File: config.mk
export PLATFORM = sky130hd
export DESIGN_NAME = stream_dedup_first_seen_flat
export DESIGN_NICKNAME = d
export VERILOG_FILES = /design/src/hdl/sdfs_pkg.sv /design/src/hdl/sdfs_if.sv /design/src/hdl/sdfs_store.sv /design/src/hdl/stream_dedup_first_seen.sv /design/src/flat_wrapper.sv
export SDC_FILE = /design/constraint.sdc
export NUM_CORES = 1
export LEC_CHECK = 0
export BUFFER_PORTS_ARGS = -buffer_cell sky130_fd_sc_hd__buf_2
export CORE_ASPECT_RATIO = 1.5
export CORE_UTILIZATION = 45
export DETAILED_ROUTE_END_ITERATION = 8
export PLACE_DENSITY = 0.63
export SYNTH_ARGS = -nofsm -noshare
export SYNTH_HDL_FRONTEND = slang
export SYNTH_SLANG_ARGS = --single-unit
File: constraint.sdc
create_clock -name clk -period 4.29 [get_ports clk]
set_clock_uncertainty 0.2 [all_clocks]
set_input_delay 0.858 -clock clk [delete_from_list [all_inputs] [get_ports clk]]
set_output_delay 0.858 -clock clk [all_outputs]
set_load 0.01 [all_outputs]
File: src/hdl/sdfs_pkg.sv
// Shared constants for the first-seen duplicate filter.
// Depends on nothing; read by the interfaces and the top level.
package sdfs_pkg;

	// Default store depth and value width.
	localparam int STORE_DEPTH_DEF = 64;
	localparam int VALUE_WIDTH_DEF = 16;

	// Width of a count that can hold 0 through STORE_DEPTH_DEF.
	localparam int COUNT_WIDTH_DEF = $clog2(STORE_DEPTH_DEF + 1);

endpackage

File: src/hdl/sdfs_if.sv
// Valid/ready stream interfaces for the input and result channels.
// Depends on sdfs_pkg for default widths.

// Input request: one value of the run and its end-of-run mark.
interface sdfs_in_if #(
	parameter int VALUE_WIDTH = sdfs_pkg::VALUE_WIDTH_DEF
) ();
	logic                   valid;
	logic                   ready;
	logic [VALUE_WIDTH-1:0] value;
	logic                   last;

	modport source (output valid, output value, output last, input ready);
	modport sink (input valid, input value, input last, output ready);
endinterface

// Result request: the echoed value, its classification and the count.
interface sdfs_out_if #(
	parameter int VALUE_WIDTH = sdfs_pkg::VALUE_WIDTH_DEF,
	parameter int COUNT_WIDTH = sdfs_pkg::COUNT_WIDTH_DEF
) ();
	logic                   valid;
	logic                   ready;
	logic [VALUE_WIDTH-1:0] value_out;
	logic                   first_seen;
	logic [COUNT_WIDTH-1:0] distinct_count;
	logic                   overflow;
	logic                   last_out;

	modport source (output valid, output value_out, output first_seen,
		output distinct_count, output overflow, output last_out, input ready);
	modport sink (input valid, input value_out, input first_seen,
		input distinct_count, input overflow, input last_out, output ready);
endinterface

File: src/hdl/sdfs_store.sv
// Distinct-value store: one write port, one read port, registered read data.
// Depends on nothing but its parameters.
module sdfs_store #(
	parameter int DEPTH = 64,
	parameter int WIDTH = 16,
	parameter int ADDR_WIDTH = $clog2(DEPTH)
) (
	input  logic                  clk,
	input  logic                  wr_en,
	input  logic [ADDR_WIDTH-1:0] wr_addr,
	input  logic [WIDTH-1:0]      wr_data,
	input  logic                  rd_en,
	input  logic [ADDR_WIDTH-1:0] rd_addr,
	output logic [WIDTH-1:0]      rd_data
);

	logic [WIDTH-1:0] mem [DEPTH];
	logic [WIDTH-1:0] rd_data_q;

	// Write port.
	always_ff @(posedge clk) begin
		if (wr_en) begin
			mem[wr_addr] <= wr_data;
		end
	end

	// Read port with registered read data.
	always_ff @(posedge clk) begin
		if (rd_en) begin
			rd_data_q <= mem[rd_addr];
		end
	end

	assign rd_data = rd_data_q;

endmodule

File: src/hdl/stream_dedup_first_seen.sv
// Top level of the first-seen duplicate filter: sequencer, count and result register.
// Depends on sdfs_pkg, the interfaces in sdfs_if and the store in sdfs_store.
//
//   channel   direction  payload                                                 handshake
//   in_ch     in         value, last                                             valid/ready
//   out_ch    out        value_out, first_seen, distinct_count, overflow,        valid/ready
//                        last_out
//
// Items are taken one at a time: a request is accepted in idle, the scan reads the N distinct
// values held in the current run (N up to STORE_DEPTH, none with an empty store) through
// the single read port and compares each with the item, the scan closes, and the item
// completes and the sequencer returns to idle. A match on a held entry ends the scan early.
// Reset clears the count, the sequencer and the result register; the store holds
// no reset value and needs no clearing pass, since only entries written earlier in
// the run are read. A stalled result stays in the output register while the next
// item is scanned; that item completes once the register is free.
module stream_dedup_first_seen #(
	parameter int STORE_DEPTH = sdfs_pkg::STORE_DEPTH_DEF,
	parameter int VALUE_WIDTH = sdfs_pkg::VALUE_WIDTH_DEF
) (
	input  logic   clk,
	input  logic   arst_n,
	sdfs_in_if.sink    in_ch,
	sdfs_out_if.source out_ch
);

	localparam int AW = (STORE_DEPTH > 1) ? $clog2(STORE_DEPTH) : 1;
	localparam int CW = $clog2(STORE_DEPTH + 1);
	localparam logic [CW-1:0] FULL_COUNT = CW'(STORE_DEPTH);

	typedef enum logic [1:0] {
		ST_IDLE,
		ST_SCAN,
		ST_DONE
	} state_t;

	state_t                 state_q;
	logic [VALUE_WIDTH-1:0] val_q;
	logic                   last_q;
	logic [CW-1:0]          cnt_q;
	logic [CW-1:0]          issue_q;
	logic                   rd_vld_s1;
	logic                   found_q;

	logic                   out_valid_q;
	logic [VALUE_WIDTH-1:0] out_value_q;
	logic                   out_first_q;
	logic [CW-1:0]          out_count_q;
	logic                   out_ovf_q;
	logic                   out_last_q;

	logic                   rd_en;
	logic [VALUE_WIDTH-1:0] rd_data;
	logic                   match;
	logic                   scan_end;
	logic                   slot_free;
	logic                   finish;
	logic                   is_full;
	logic                   wr_en;

	// Scan control: one read per cycle until every held entry is issued or a hit.
	assign match     = (state_q == ST_SCAN) && rd_vld_s1 && (rd_data == val_q);
	assign rd_en     = (state_q == ST_SCAN) && (issue_q < cnt_q) && !match;
	assign scan_end  = (state_q == ST_SCAN) && (match || ((issue_q == cnt_q) && !rd_vld_s1));

	// Completion: the result register must be empty or emptying.
	assign slot_free = !out_valid_q || out_ch.ready;
	assign finish    = (state_q == ST_DONE) && slot_free;
	assign is_full   = (cnt_q == FULL_COUNT);
	assign wr_en     = finish && !found_q && !is_full;

	assign in_ch.ready = (state_q == ST_IDLE);

	sdfs_store #(
		.DEPTH      (STORE_DEPTH),
		.WIDTH      (VALUE_WIDTH),
		.ADDR_WIDTH (AW)
	) u_store (
		.clk     (clk),
		.wr_en   (wr_en),
		.wr_addr (cnt_q[AW-1:0]),
		.wr_data (val_q),
		.rd_en   (rd_en),
		.rd_addr (issue_q[AW-1:0]),
		.rd_data (rd_data)
	);

	// Sequencer, running count and result register.
	always_ff @(posedge clk or negedge arst_n) begin
		if (!arst_n) begin
			state_q     <= ST_IDLE;
			val_q       <= '0;
			last_q      <= 1'b0;
			cnt_q       <= '0;
			issue_q     <= '0;
			rd_vld_s1   <= 1'b0;
			found_q     <= 1'b0;
			out_valid_q <= 1'b0;
			out_value_q <= '0;
			out_first_q <= 1'b0;
			out_count_q <= '0;
			out_ovf_q   <= 1'b0;
			out_last_q  <= 1'b0;
		end else begin
			rd_vld_s1 <= rd_en;

			// Result is loaded on completion and leaves when taken downstream.
			out_valid_q <= finish || (out_valid_q && !out_ch.ready);

			unique case (state_q)
				ST_IDLE: begin
					if (in_ch.valid) begin
						val_q   <= in_ch.value;
						last_q  <= in_ch.last;
						issue_q <= '0;
						state_q <= ST_SCAN;
					end
				end
				ST_SCAN: begin
					if (rd_en) begin
						issue_q <= issue_q + 1'b1;
					end
					if (scan_end) begin
						found_q <= match;
						state_q <= ST_DONE;
					end
				end
				ST_DONE: begin
					if (finish) begin
						out_value_q <= val_q;
						out_first_q <= wr_en;
						out_ovf_q   <= !found_q && is_full;
						out_last_q  <= last_q;
						out_count_q <= wr_en ? cnt_q + 1'b1 : cnt_q;
						// The run ends after its last item.
						if (last_q) begin
							cnt_q <= '0;
						end else if (wr_en) begin
							cnt_q <= cnt_q + 1'b1;
						end
						state_q <= ST_IDLE;
					end
				end
				default: begin
					state_q <= ST_IDLE;
				end
			endcase
		end
	end

	assign out_ch.valid          = out_valid_q;
	assign out_ch.value_out      = out_value_q;
	assign out_ch.first_seen     = out_first_q;
	assign out_ch.distinct_count = out_count_q;
	assign out_ch.overflow       = out_ovf_q;
	assign out_ch.last_out       = out_last_q;

endmodule
File: src/flat_wrapper.sv
// flat-port wrapper written by rule: the top's interface ports become plain ports
module stream_dedup_first_seen_flat 
#(
	parameter int STORE_DEPTH = sdfs_pkg::STORE_DEPTH_DEF,
	parameter int VALUE_WIDTH = sdfs_pkg::VALUE_WIDTH_DEF
)
  (clk, arst_n, in_ch_valid, in_ch_value, in_ch_last, in_ch_ready, out_ch_valid, out_ch_value_out, out_ch_first_seen, out_ch_distinct_count, out_ch_overflow, out_ch_last_out, out_ch_ready);
  sdfs_in_if #(.VALUE_WIDTH(VALUE_WIDTH)) in_ch_i ();
  sdfs_out_if #(.VALUE_WIDTH(VALUE_WIDTH)) out_ch_i ();
  input  logic clk;
  input  logic arst_n;
  input wire logic [$bits(in_ch_i.valid)-1:0] in_ch_valid;
  input wire logic [$bits(in_ch_i.value)-1:0] in_ch_value;
  input wire logic [$bits(in_ch_i.last)-1:0] in_ch_last;
  output wire logic [$bits(in_ch_i.ready)-1:0] in_ch_ready;
  output wire logic [$bits(out_ch_i.valid)-1:0] out_ch_valid;
  output wire logic [$bits(out_ch_i.value_out)-1:0] out_ch_value_out;
  output wire logic [$bits(out_ch_i.first_seen)-1:0] out_ch_first_seen;
  output wire logic [$bits(out_ch_i.distinct_count)-1:0] out_ch_distinct_count;
  output wire logic [$bits(out_ch_i.overflow)-1:0] out_ch_overflow;
  output wire logic [$bits(out_ch_i.last_out)-1:0] out_ch_last_out;
  input wire logic [$bits(out_ch_i.ready)-1:0] out_ch_ready;
  assign in_ch_i.valid = in_ch_valid;
  assign in_ch_i.value = in_ch_value;
  assign in_ch_i.last = in_ch_last;
  assign in_ch_ready = in_ch_i.ready;
  assign out_ch_valid = out_ch_i.valid;
  assign out_ch_value_out = out_ch_i.value_out;
  assign out_ch_first_seen = out_ch_i.first_seen;
  assign out_ch_distinct_count = out_ch_i.distinct_count;
  assign out_ch_overflow = out_ch_i.overflow;
  assign out_ch_last_out = out_ch_i.last_out;
  assign out_ch_i.ready = out_ch_ready;
  stream_dedup_first_seen #(.STORE_DEPTH(STORE_DEPTH), .VALUE_WIDTH(VALUE_WIDTH)) u_core (.clk(clk), .arst_n(arst_n), .in_ch(in_ch_i), .out_ch(out_ch_i));
endmodule
# After elaboration in Yosys (flattened, before gate mapping)
# Memories as Yosys holds them, arrays and structs flattened. A register that Yosys moved wholly into a read port is not among the register bits.
# Cells that the tools add are included.
# totals
register_bits,62
ram_bits,1024
inputBits,21
mem_count,1
# op_classes
add_sub_neg,2
magnitude_cmp,1
eq_ne,9
n_mux,11
n_reduce_logical,27
# mem_list
name,depth,width,rd,rd_ports_with_merged_regs,write_ports,line,text
u_core.u_store.mem,64,16,1,1,1,sdfs_store.sv:17,logic [WIDTH-1:0] mem [DEPTH];
# ops
op,count
$mux W7,4
$eq A16 B16 Y1,1
$add A7 B1 Y7 const B,2
$pmux W7 S2,1
$logic_and A1 B1 Y1,11
$eq A7 B7 Y1,1
$eq A7 B7 Y1 const B,1
$lt A7 B7 Y1,1
$logic_not A1 Y1,6
$mux W2,3
$ne A2 B1 Y1 const B,3
$pmux W2 S3,1
$reduce_and A2 Y1,3
$reduce_and A3 Y1,2
$logic_or A1 B1 Y1,3
$eq A2 B1 Y1 const B,1
$eq A2 B2 Y1 const B,1
$logic_not A2 Y1,1
$mux W1,2
$ne A2 B2 Y1 const B,1
$reduce_bool A2 Y1,1

# Depth between registers and ports, before layout
# Gate-level depths: netlist of the first run.
# depth
ltp_word,7
mapped_depth,14
ltp_nobuf,8

# By module
# From an unflattened synthesis of the first run, not the netlist that was laid out.
# hier_totals
cells_unflattened,2124
area_unflattened_um2,43211.4
# by_module_without_submodules
mod,n_inst,cells_per_inst,area_each_um2
sdfs_store,1,1829,40202.3
stream_dedup_first_seen,1,295,3009.1

# Least setup slack after synthesis of the first run
# No wires, ideal clock.
# synth_path
path_kind,flip-flop to flip-flop
startpoint,reg u_core.issue_q[0]
endpoint,"reg u_core.u_store.rd_data_q[0] (netlist: u_core.u_store.rd_data[0]), read port of u_core.u_store.mem (enable)"
setup_ns,0.367
arrival_ns,2.866
path_slack_ns,0.857
path_stages_with_launch,15
synth_period_minus_slack_ns,3.433
cell_sequence,dfrtp_1 > buf_6 > buf_6 > buf_6 > buf_4 > buf_2 > inv_1 > ha_1 > nor2b_1 > o211ai_1 > a21oi_1 > or4_1 > clkbuf_1 > or2_2 > inv_1
# synth_between
elab_chain_cells,3
# synth_lines
item,line,text
"start, declared",stream_dedup_first_seen.sv:41,logic [CW-1:0] issue_q;
"start signal, assigned",stream_dedup_first_seen.sv:121,issue_q <= issue_q + 1'b1;
$lt A7 B7 Y1,stream_dedup_first_seen.sv:63,assign rd_en = (state_q == ST_SCAN) && (issue_q < cnt_q) && !match;
$logic_and A1 B1 Y1 (2 in series),stream_dedup_first_seen.sv:63,
via u_core.rd_en,stream_dedup_first_seen.sv:52,logic rd_en;
"end, declared",sdfs_store.sv:18,logic [WIDTH-1:0] rd_data_q;
# The timed path passes the listed nets, and every way through them passes these cells.
# A chain may end at the register's enable or synchronous reset.

# Worst setup path after layout of the first run
# layout_path
startpoint,reg u_core.issue_q[0]
endpoint,"reg u_core.u_store.rd_data_q[11] (netlist: u_core.u_store.rd_data[11]), read port of u_core.u_store.mem, data pin"
# layout_between
elab_chain_cells,3
# layout_lines
item,line
$lt A7 B7 Y1,stream_dedup_first_seen.sv:63
$logic_and A1 B1 Y1 (2 in series),stream_dedup_first_seen.sv:63
# Several ways; a longest one is shown, not always the timed one.

==> metrics.md, run 1 <==
| Metric | Value |
|---|---|
| Maxcap violations | 0 |
| Final hold violations | 0 |
| Top post-synthesis cells by area | edfxtp_1 (73%), mux4_2 (10%), dfrtp_1 (3.6%) |
| Drt first-iter violations | 2,256 |
| Sink Count | around 1,100 |
| Top-area cell type share of the netlist area | between 70% and 80% |
| Core Util, Final | between 50% and 60% |
| Antenna violations before repair | 1 |
| Overall routing resource usage | a little under a quarter |
| H-tree level count | 3 |
| R2R depth | 6 |
| Worst path required time | ~4.5 ns |
| Reg area | around 33,000 µm² |
| DRC viols | 0 |
| Setup TNS | 0 ns |
| Worst-path clk slew | ~0.07 ns |
| CORE AREA | between 90,000 and 100,000 µm² |
| Vias in the first global route | around 22,000 |
| Pint | between 15 and 20 mW |
| Per-cell routed wire length | between 30 and 40 µm |
| Fin. max-slew vios | 0 |
| Vias after detailed routing | ~22,000 |
| Hold_sp | in_ch_value[8] |
| Die W | about 250 µm |
| Slowest CP cell | dfrtp_4 |
| Worst R2R Setup Slack | just over 0.5 ns |
| Die height | approximately 380 µm |
| Clock Path Buffers | 3 |
| NetSw | between 3 and 4 mW |
| Rel. slew slack | 30.91% |
| Yosys reg bits | ~1,100 |
| Post-Syn Area per Cell | just over 20 µm² |
| TritonCTS clock tree | yes |
| Setup-failing EPs final | 0 |
| Antenna cells | 0 |
| Crit Path Class | register to register |
| Total gr overflow | 0 |
| Outcome | completed |
| Initial Util | between 40% and 50% |
| Overall Power | 20.53 mW |
| Hold Crit Class | primary input to register |
| Yosys warns | 0 |
| Largest net degree at the start of global routing | just under 80 |
| Distinct cell type count after synthesis | 59 |
| Placed cell area | roughly 45,000 µm² |
| Initial DRT Pass Iterations | 6 |
| Routed WL | 112,100 µm |
| Unrepaired setup endpoints after global routing | no |
| Layout cell share with drive strength beyond 1 | 25.58% |
| CP max FO | 37 |
| Reg-to-reg endpoint | u_core.u_store.rd_data[11] |
| FF-to-FF Start | u_core.issue_q[0] |
| Global-route wire length before repair | 160,700 µm |
| PD cells | 422.9 nW/µm² |
| CTS root buffer | clkbuf_16 |
| IO Pins | 49 |
| Port-buffer cells | 48 |
| Die Area | between 90,000 and 100,000 µm² |
| CTS resizes | 0 |
| Flop pwr share | 56.4% |
| Routability cong. | between 0.8 and 0.9 |
| Highest Clock Rate | 264.3 MHz |
| Row count | roughly 140 |
| Ys async rst share | approximately 5.6% |
| Worst path max stage delay | roughly 0.97 ns |
| WP data arrival | around 4.0 ns |
| Peak supply drop | 422.5 µV |
| Commonest non-fill, non-tap cell in the layout | edfxtp_1 |
| HPWL Detailed | slightly below 70,000 µm |
| Worst Max-Slew Pin Slew | 1.035 ns |
| Post-route ant nets | 0 |
| Leading cell types in the layout, fill and taps excluded | edfxtp_1 (1,040), mux4_2 (195), buf_4 (143), mux2i_1 (124), nand2_1 (97) |
| Final Critical Period | ~3.8 ns |
| Net Count, Synth | 2,151 |
| Area of the multi-input gates | roughly 9500 µm² |
| Crit end category | register |
| Logic pwr share | less than 1% |
| Sequential area share after synthesis | 76.36% |
| Hold EP | u_core.val_q[8] |
| Sw frac | a little under a fifth |
| CTS Buf Count | a little over 90 |
| Clk_lat worst skew | between 0.6 and 0.7 ns |
| Area growth syn-to-layout | 13.10% |
| EDFF count, synth | 1,040 |
| Clock power frac | 43.5% |
| Leakage | 18.54 nW |
| Via density | roughly 6.0 |
| Cell area after layout | 48,550 µm² |
| Post-Syn Area | 42,930 µm² |
| Startpoint types | register |
| Period utilization | around nine tenths |
| Hold Path Depth | 3 |
| FILL cells | between 7,000 and 8,000 |
| Post-Synthesis Cells | between 2,000 and 2,500 |
| CP cell instances | buf_12 > mux4_2 > mux2_2 > o21ai_0 > a211oi_1 > a21o_1 |
| Leading area contributor after synthesis | edfxtp_1 |
| Final net count | roughly 2,300 |
| Top FF cell, synth | edfxtp_1 |
[cell families after synthesis]
group | after synthesis | share of synthesized area (%)
XOR/XNOR | 21 | 0.4284
flip-flops | 1102 | 76.36
AO/OA/AOI/OAI | 221 | 3.640
multiplexers | 362 | 14.60
AND/OR/NAND/NOR | 280 | 2.976
adder cells (fa/ha/maj) | 10 | 0.2915
buffers and inverters | 124 | 1.702
[timing repair]
item / CTS / global route
hold buffers: 1 / 0
setup buffers: 0 / 0
endpoints found under the hold margin: 18 / 0
[worst max-delay path: cells and delay by family (launching register included)]
| family | cells | cell delay (ns) |
|---|---|---|
| multiplexers | 2 | 0.85 |
| flip-flops | 1 | 0.97 |
| buffers and inverters | 1 | 0.32 |
| AO/OA/AOI/OAI | 3 | 1.13 |
[power by group through the flow]
stage | clock, mW | combinational, mW | sequential, mW
4_1_cts | 9.04 | 0.0230 | 11.6
3_3_place_gp | 0 | 0.0218 | 11.8
5_1_grt | 9.44 | 0.0253 | 11.6
3_5_place_dp | 0 | 0.0221 | 11.8
6_report | 8.93 | 0.0222 | 11.6
2_1_floorplan | 0 | 0.000331 | 11.8
[final cells by class]
| type | instances | area share [%] |
|---|---|---|
| sequential | 1102 | 67.58 |
| multi-input combinational | 894 | 19.49 |
| clock buffer | 116 | 5.169 |
| inverter | 9 | 0.06958 |
| clock inverter | 57 | 1.433 |
| tap | 1260 | 3.247 |
| timing repair buffer | 199 | 3.015 |
[cell usage after synthesis, types with 3 or more instances]
| cell | instances |
|---|---|
| a2111oi_0 | 5 |
| a2111oi_1 | 3 |
| a211o_1 | 12 |
| a211oi_1 | 17 |
| a21oi_1 | 27 |
| a22o_1 | 8 |
| a22oi_1 | 37 |
| a31oi_1 | 16 |
| a32o_1 | 3 |
| and2_1 | 4 |
| and3_1 | 5 |
| buf_1 | 5 |
| buf_12 | 3 |
| buf_2 | 44 |
| buf_4 | 11 |
| buf_6 | 16 |
| clkbuf_1 | 36 |
| dfrtp_1 | 62 |
| edfxtp_1 | 1040 |
| ha_1 | 10 |
| inv_1 | 9 |
| mux2_2 | 33 |
| mux2i_1 | 124 |
| mux4_1 | 10 |
| mux4_2 | 195 |
| nand2_1 | 97 |
| nand2b_1 | 10 |
| nand3_1 | 30 |
| nand4_1 | 4 |
| nor2_1 | 88 |
| nor2b_1 | 11 |
| nor3_1 | 11 |
| nor4_1 | 3 |
| o21ai_0 | 18 |
| o221ai_1 | 14 |
| o22ai_1 | 43 |
| o31ai_1 | 4 |
| or4_1 | 3 |
| xnor2_1 | 10 |
| xor2_1 | 11 |
[metal layers]
layer	vias to the layer above	GRT usage, %	share of wire, %
li1	9086	-	-
met1	11604	30.55	38
met2	1053	39.42	50
met3	213	3.557	7.0
met4	0	11.28	5.0
met5	-	0	0
[worst max path at each step]
stage / start / end / slack [ns] / cells past startpoint
2_1_floorplan: u_core.issue_q[0] / u_core.u_store.rd_data[0] / 0.86 / 14
3_3_place_gp: u_core.issue_q[0] / u_core.u_store.rd_data[11] / 0.53 / 6
3_5_place_dp: u_core.issue_q[0] / u_core.u_store.rd_data[11] / 0.54 / 6
4_1_cts: u_core.issue_q[0] / u_core.u_store.rd_data[11] / 0.50 / 6
5_1_grt: u_core.issue_q[0] / u_core.u_store.rd_data[8] / 0.42 / 7
6_report: u_core.issue_q[0] / u_core.u_store.rd_data[11] / 0.51 / 6
[stage by stage]
| step | hold WS [ns] | setup slack, ns | cells |
|---|---|---|---|
| 6_report | 0.1729 | 0.5071 | 3637 |
| 2_1_floorplan | 0.3121 | 0.8570 | 2120 |
| 3_3_place_gp | 0.2729 | 0.5315 | 3463 |
| 3_5_place_dp | 0.2673 | 0.5353 | 3463 |
| 5_1_grt | 0.1634 | 0.4150 | 3637 |
| 4_1_cts | 0.1354 | 0.4978 | 3637 |
[state kept, by name (all words and copies together), names as in the netlist]
register and cells:
u_core.u_store.mem 1024, u_core.out_ch.value_out 16, u_core.u_store.rd_data 16, u_core.val_q 16, u_core.cnt_q 7, u_core.issue_q 7
u_core.out_ch.distinct_count 7, u_core.state_q 2, u_core.found_q 1, u_core.last_q 1, u_core.out_ch.first_seen 1, u_core.out_ch.last_out 1
u_core.out_ch.overflow 1, u_core.out_ch.valid 1, u_core.rd_vld_s1 1
Power figures use the tool's default switching activity.
==> inputs of run 2 (changes only) <==
--- a/config.mk
+++ b/config.mk
@@ -12,4 +12,5 @@
 export PLACE_DENSITY = 0.63
 export SYNTH_ARGS = -nofsm -noshare
 export SYNTH_HDL_FRONTEND = slang
+export SYNTH_HIERARCHICAL = 1
 export SYNTH_SLANG_ARGS = --single-unit
==> metrics.md, run 2 <==
| Metric | Value |
|---|---|
| Hold Crit Class | primary input to async pin (was primary input to register) |
| Total setup buffers inserted after CTS | 0 (unchanged) |
| Antenna cells | 0 (unchanged) |
| Overall routing resource usage | 21.95% (was 23.71%) |
| Leading cell types in the layout, fill and taps excluded | edfxtp_1 (1,040), mux4_2 (220), nand2_1 (126), buf_4 (119), clkbuf_16 (99) (was edfxtp_1 (1,040), mux4_2 (195), buf_4 (143), mux2i_1 (124), nand2_1 (97)) |
| Ys async rst share | 5.626% (unchanged) |
| Port-buffer cells | 48 (unchanged) |
| Maxcap violations | 0 (unchanged) |
| Crit end category | register (unchanged) |
| Outcome | completed (unchanged) |
| Fin. max-slew vios | 0 (unchanged) |
| Per-cell routed wire length | 29.00 µm (was 30.81 µm) |
| CTS root buffer | clkbuf_16 (unchanged) |
| HPWL Detailed | 64,160 µm (was 69,140 µm) |
| Peak supply drop | 723.1 µV (was 422.5 µV) |
| Post-Syn Area per Cell | 20.34 µm² (was 20.25 µm²) |
| Yosys reg bits | 1,102 (unchanged) |
| Final Critical Period | 3.738 ns (was 3.783 ns) |
| Top FF cell, synth | edfxtp_1 (unchanged) |
| Dpl cells | 3,438 (was 3,463) |
| Top cells by count, synth | edfxtp_1 (1,040), mux4_2 (220), nand2_1 (126) (was edfxtp_1 (1,040), mux4_2 (195), mux2i_1 (124)) |
| Core Util, Final | 51.06% (was 51.41%) |
| Sequential area share after synthesis | 75.86% (was 76.36%) |
| CP cell instances | inv_1 > ha_1 > or4b_1 > nor3_1 > nor3_2 > nor2b_1 > nand3_1 > buf_4 > nor2_1 > buf_4 (was buf_12 > mux4_2 > mux2_2 > o21ai_0 > a211oi_1 > a21o_1) |
| EDFF count, synth | 1,040 (unchanged) |
| Place WS | 0.7030 ns (was 0.5353 ns) |
| Distinct cell type count after synthesis | 66 (was 59) |
| FF-to-FF Start | u_core/cnt_q[1] (was u_core.issue_q[0]) |
| Hold_buf cts | 0 (was 1) |
| Die height | 381.5 µm (was 380.3 µm) |
| Cell area after layout | 48,400 µm² (was 48,550 µm²) |
| TritonCTS clock tree | yes (unchanged) |
| Worst R2R Setup Slack | 0.55 ns (was 0.51 ns) |
| Top post-synthesis cells by area | edfxtp_1 (72%), mux4_2 (11%), dfrtp_1 (3.6%) (was edfxtp_1 (73%), mux4_2 (10%), dfrtp_1 (3.6%)) |
| Vias in the first global route | 21,740 (was 22,362) |
| Worst path required time | 4.43 ns (was 4.53 ns) |
| Crit Path Class | register to register (unchanged) |
| H-tree level count | 3 (unchanged) |
| Area growth syn-to-layout | 12.00% (was 13.10%) |
| Finished Layout Cells | 3,614 (was 3,637) |
| CP Buf/Inv Count | 3 (was 1) |
| Final net count | 2,307 (was 2,329) |
| Total gr overflow | 0 (unchanged) |
| Reg with most FFs | u_core/u_store/mem (was u_core.u_store.mem) |
| Vias after detailed routing | 21,215 (was 21,956) |
| CTS resizes | 0 (unchanged) |
| Unrepaired setup endpoints after global routing | no (unchanged) |
| Most common cell in the netlist | edfxtp_1 (unchanged) |
| WP data arrival | 3.88 ns (was 4.03 ns) |
| Hold_ws | 0.1484 ns (was 0.1729 ns) |
| Largest net degree at the start of global routing | 119 (was 77) |
| Setup-failing EPs final | 0 (unchanged) |
| Worst path max stage delay | 0.62 ns (was 0.97 ns) |
| Final hold violations | 0 (unchanged) |
| CTS Buf Count | 96 (was 92) |
| Routed WL | 104,800 µm (was 112,100 µm) |
| FILL cells | 7,449 (was 7,444) |
| Overall Power | 30.20 mW (was 20.53 mW) |
| Initial DRT Pass Iterations | 7 (was 6) |
| Die W | 255.0 µm (was 254.2 µm) |
| Layout cell share with drive strength beyond 1 | 26.08% (was 25.58%) |
| Sink Count | 1,102 (unchanged) |
| Most Frequent Cell on Critical Path | buf_4 |
| Row count | 138 (unchanged) |
| Setup TNS | 0 ns (unchanged) |
| Commonest non-fill, non-tap cell in the layout | edfxtp_1 (unchanged) |
| Via density | 5.870 (was 6.037) |
| Max reg flops | 1,024 (unchanged) |
| Setup ws final | 0.5517 ns (was 0.5071 ns) |
| CORE AREA | 94,790 µm² (was 94,450 µm²) |
| CP Launch Point | u_core/cnt_q[1] (was u_core.issue_q[0]) |
| DRC viols | 0 (unchanged) |
| Die Area | 97,290 µm² (was 96,660 µm²) |
| Leading area contributor after synthesis | edfxtp_1 (unchanged) |
| Rel. slew slack | 15.89% (was 30.91%) |
| Post-Synthesis Cells | 2,124 (was 2,120) |
| CP max FO | 16 (was 37) |
| Initial Util | 45.58% (was 45.45%) |
| Antenna violations before repair | 1 (unchanged) |
| Leakage | 15.85 nW (was 18.54 nW) |
| Routability cong. | 0.8808 (was 0.8878) |
| Worst-path clk slew | 0.07 ns (about the same) |
| PD cells | 624.0 nW/µm² (was 422.9 nW/µm²) |
| Startpoint types | register (unchanged) |
| Global-route wire length before repair | 152,200 µm (was 160,700 µm) |
| Drt first-iter violations | 2,147 (was 2,256) |
| Clock Path Buffers | 3 (unchanged) |
| Period utilization | 87.14% (was 88.18%) |
| Post-Syn Area | 43,210 µm² (was 42,930 µm²) |
| Clk_lat worst skew | 0.68 ns (was 0.69 ns) |
| Delay-heaviest family, CP | simple AND/OR/NAND/NOR gates (was compound AO/OA/AOI/OAI gates) |
| IO Pins | 49 (unchanged) |
| Highest Clock Rate | 267.5 MHz (was 264.3 MHz) |
| Worst Max-Slew Pin Slew | 1.259 ns (was 1.035 ns) |
| Post-route ant nets | 0 (unchanged) |
| Slowest CP cell | dfrtp_1 (was dfrtp_4) |
| Net Count, Synth | 2,155 (was 2,151) |
| Placed cell area | 45,270 µm² (was 45,340 µm²) |
| Top-area cell type share of the netlist area | 72.27% (was 72.75%) |
| Yosys warns | 6 (was 0) |
## run 2: cell count changes after synthesis, moves of 8 or more
| cell | delta |
|---|---|
| mux2i_1 | -38 |
| a221oi_1 | +15 |
| mux4_2 | +25 |
| mux2_2 | +10 |
| nand2_1 | +29 |
| a211oi_1 | -9 |
| o221ai_1 | -13 |
| a311oi_1 | +8 |
| nor2b_1 | +22 |
| a31oi_1 | -8 |
| nand4_1 | +10 |
| o22ai_1 | -43 |
| nor2_1 | -11 |
## run 2: worst paths after layout
kind                                                    to  cells past startpoint
max                              u_core/u_store/mem[14][4]                     10
min                             u_core/out_ch.value_out[1]                      1
max reg2reg                      u_core/u_store/mem[14][4]                     10
min reg2reg                u_core/out_ch.distinct_count[6]                      2
max in group asynchronous                  u_core/cnt_q[6]                      2
min in group clk                           u_core/val_q[5]                      3
## run 2: kinds of logic after synthesis
group | share of synthesized area, %
XOR/XNOR | 0.4459
adder cells (fa/ha/maj) | 0.2896
multiplexers | 14.82
AND/OR/NAND/NOR | 3.790
AO/OA/AOI/OAI | 2.864
buffers and inverters | 1.926
flip-flops | 75.86
## run 2: layout make-up
| type | count | area (µm²) | share of cell area, % |
|---|---|---|---|
| sequential | 1102 | 32810 | 67.80 |
| multi-input combinational | 894 | 9610 | 19.86 |
| clock buffer | 121 | 2560 | 5.289 |
| tap | 1260 | 1577 | 3.257 |
| timing repair buffer | 172 | 1234 | 2.549 |
| clock inverter | 55 | 565.5 | 1.169 |
| inverter | 10 | 37.54 | 0.07756 |
## run 2: worst reg2reg max path, cell delays in order (launching register included)
cell,delay [ns]
dfrtp_1,0.62
inv_1,0.16
ha_1,0.21
or4b_1,0.17
nor3_1,0.07
nor3_2,0.45
nor2b_1,0.33
nand3_1,0.11
buf_4,0.19
nor2_1,0.50
buf_4,0.39
## run 2: per-layer routing
layer	up-vias	global-route usage (%)	routed length [µm]
met4	0	9.947	4733
met2	814	38.52	55840
met3	177	2.849	5838
li1	8984	-	-
met5	-	0	0
met1	11240	26.86	38390
## run 2: power by group
part / switching (mW) / internal (mW)
Combinational: 5.21 / 3.11
Sequential: 0.219 / 13.0
Clock: 3.81 / 4.90
Total: 9.23 / 21.0
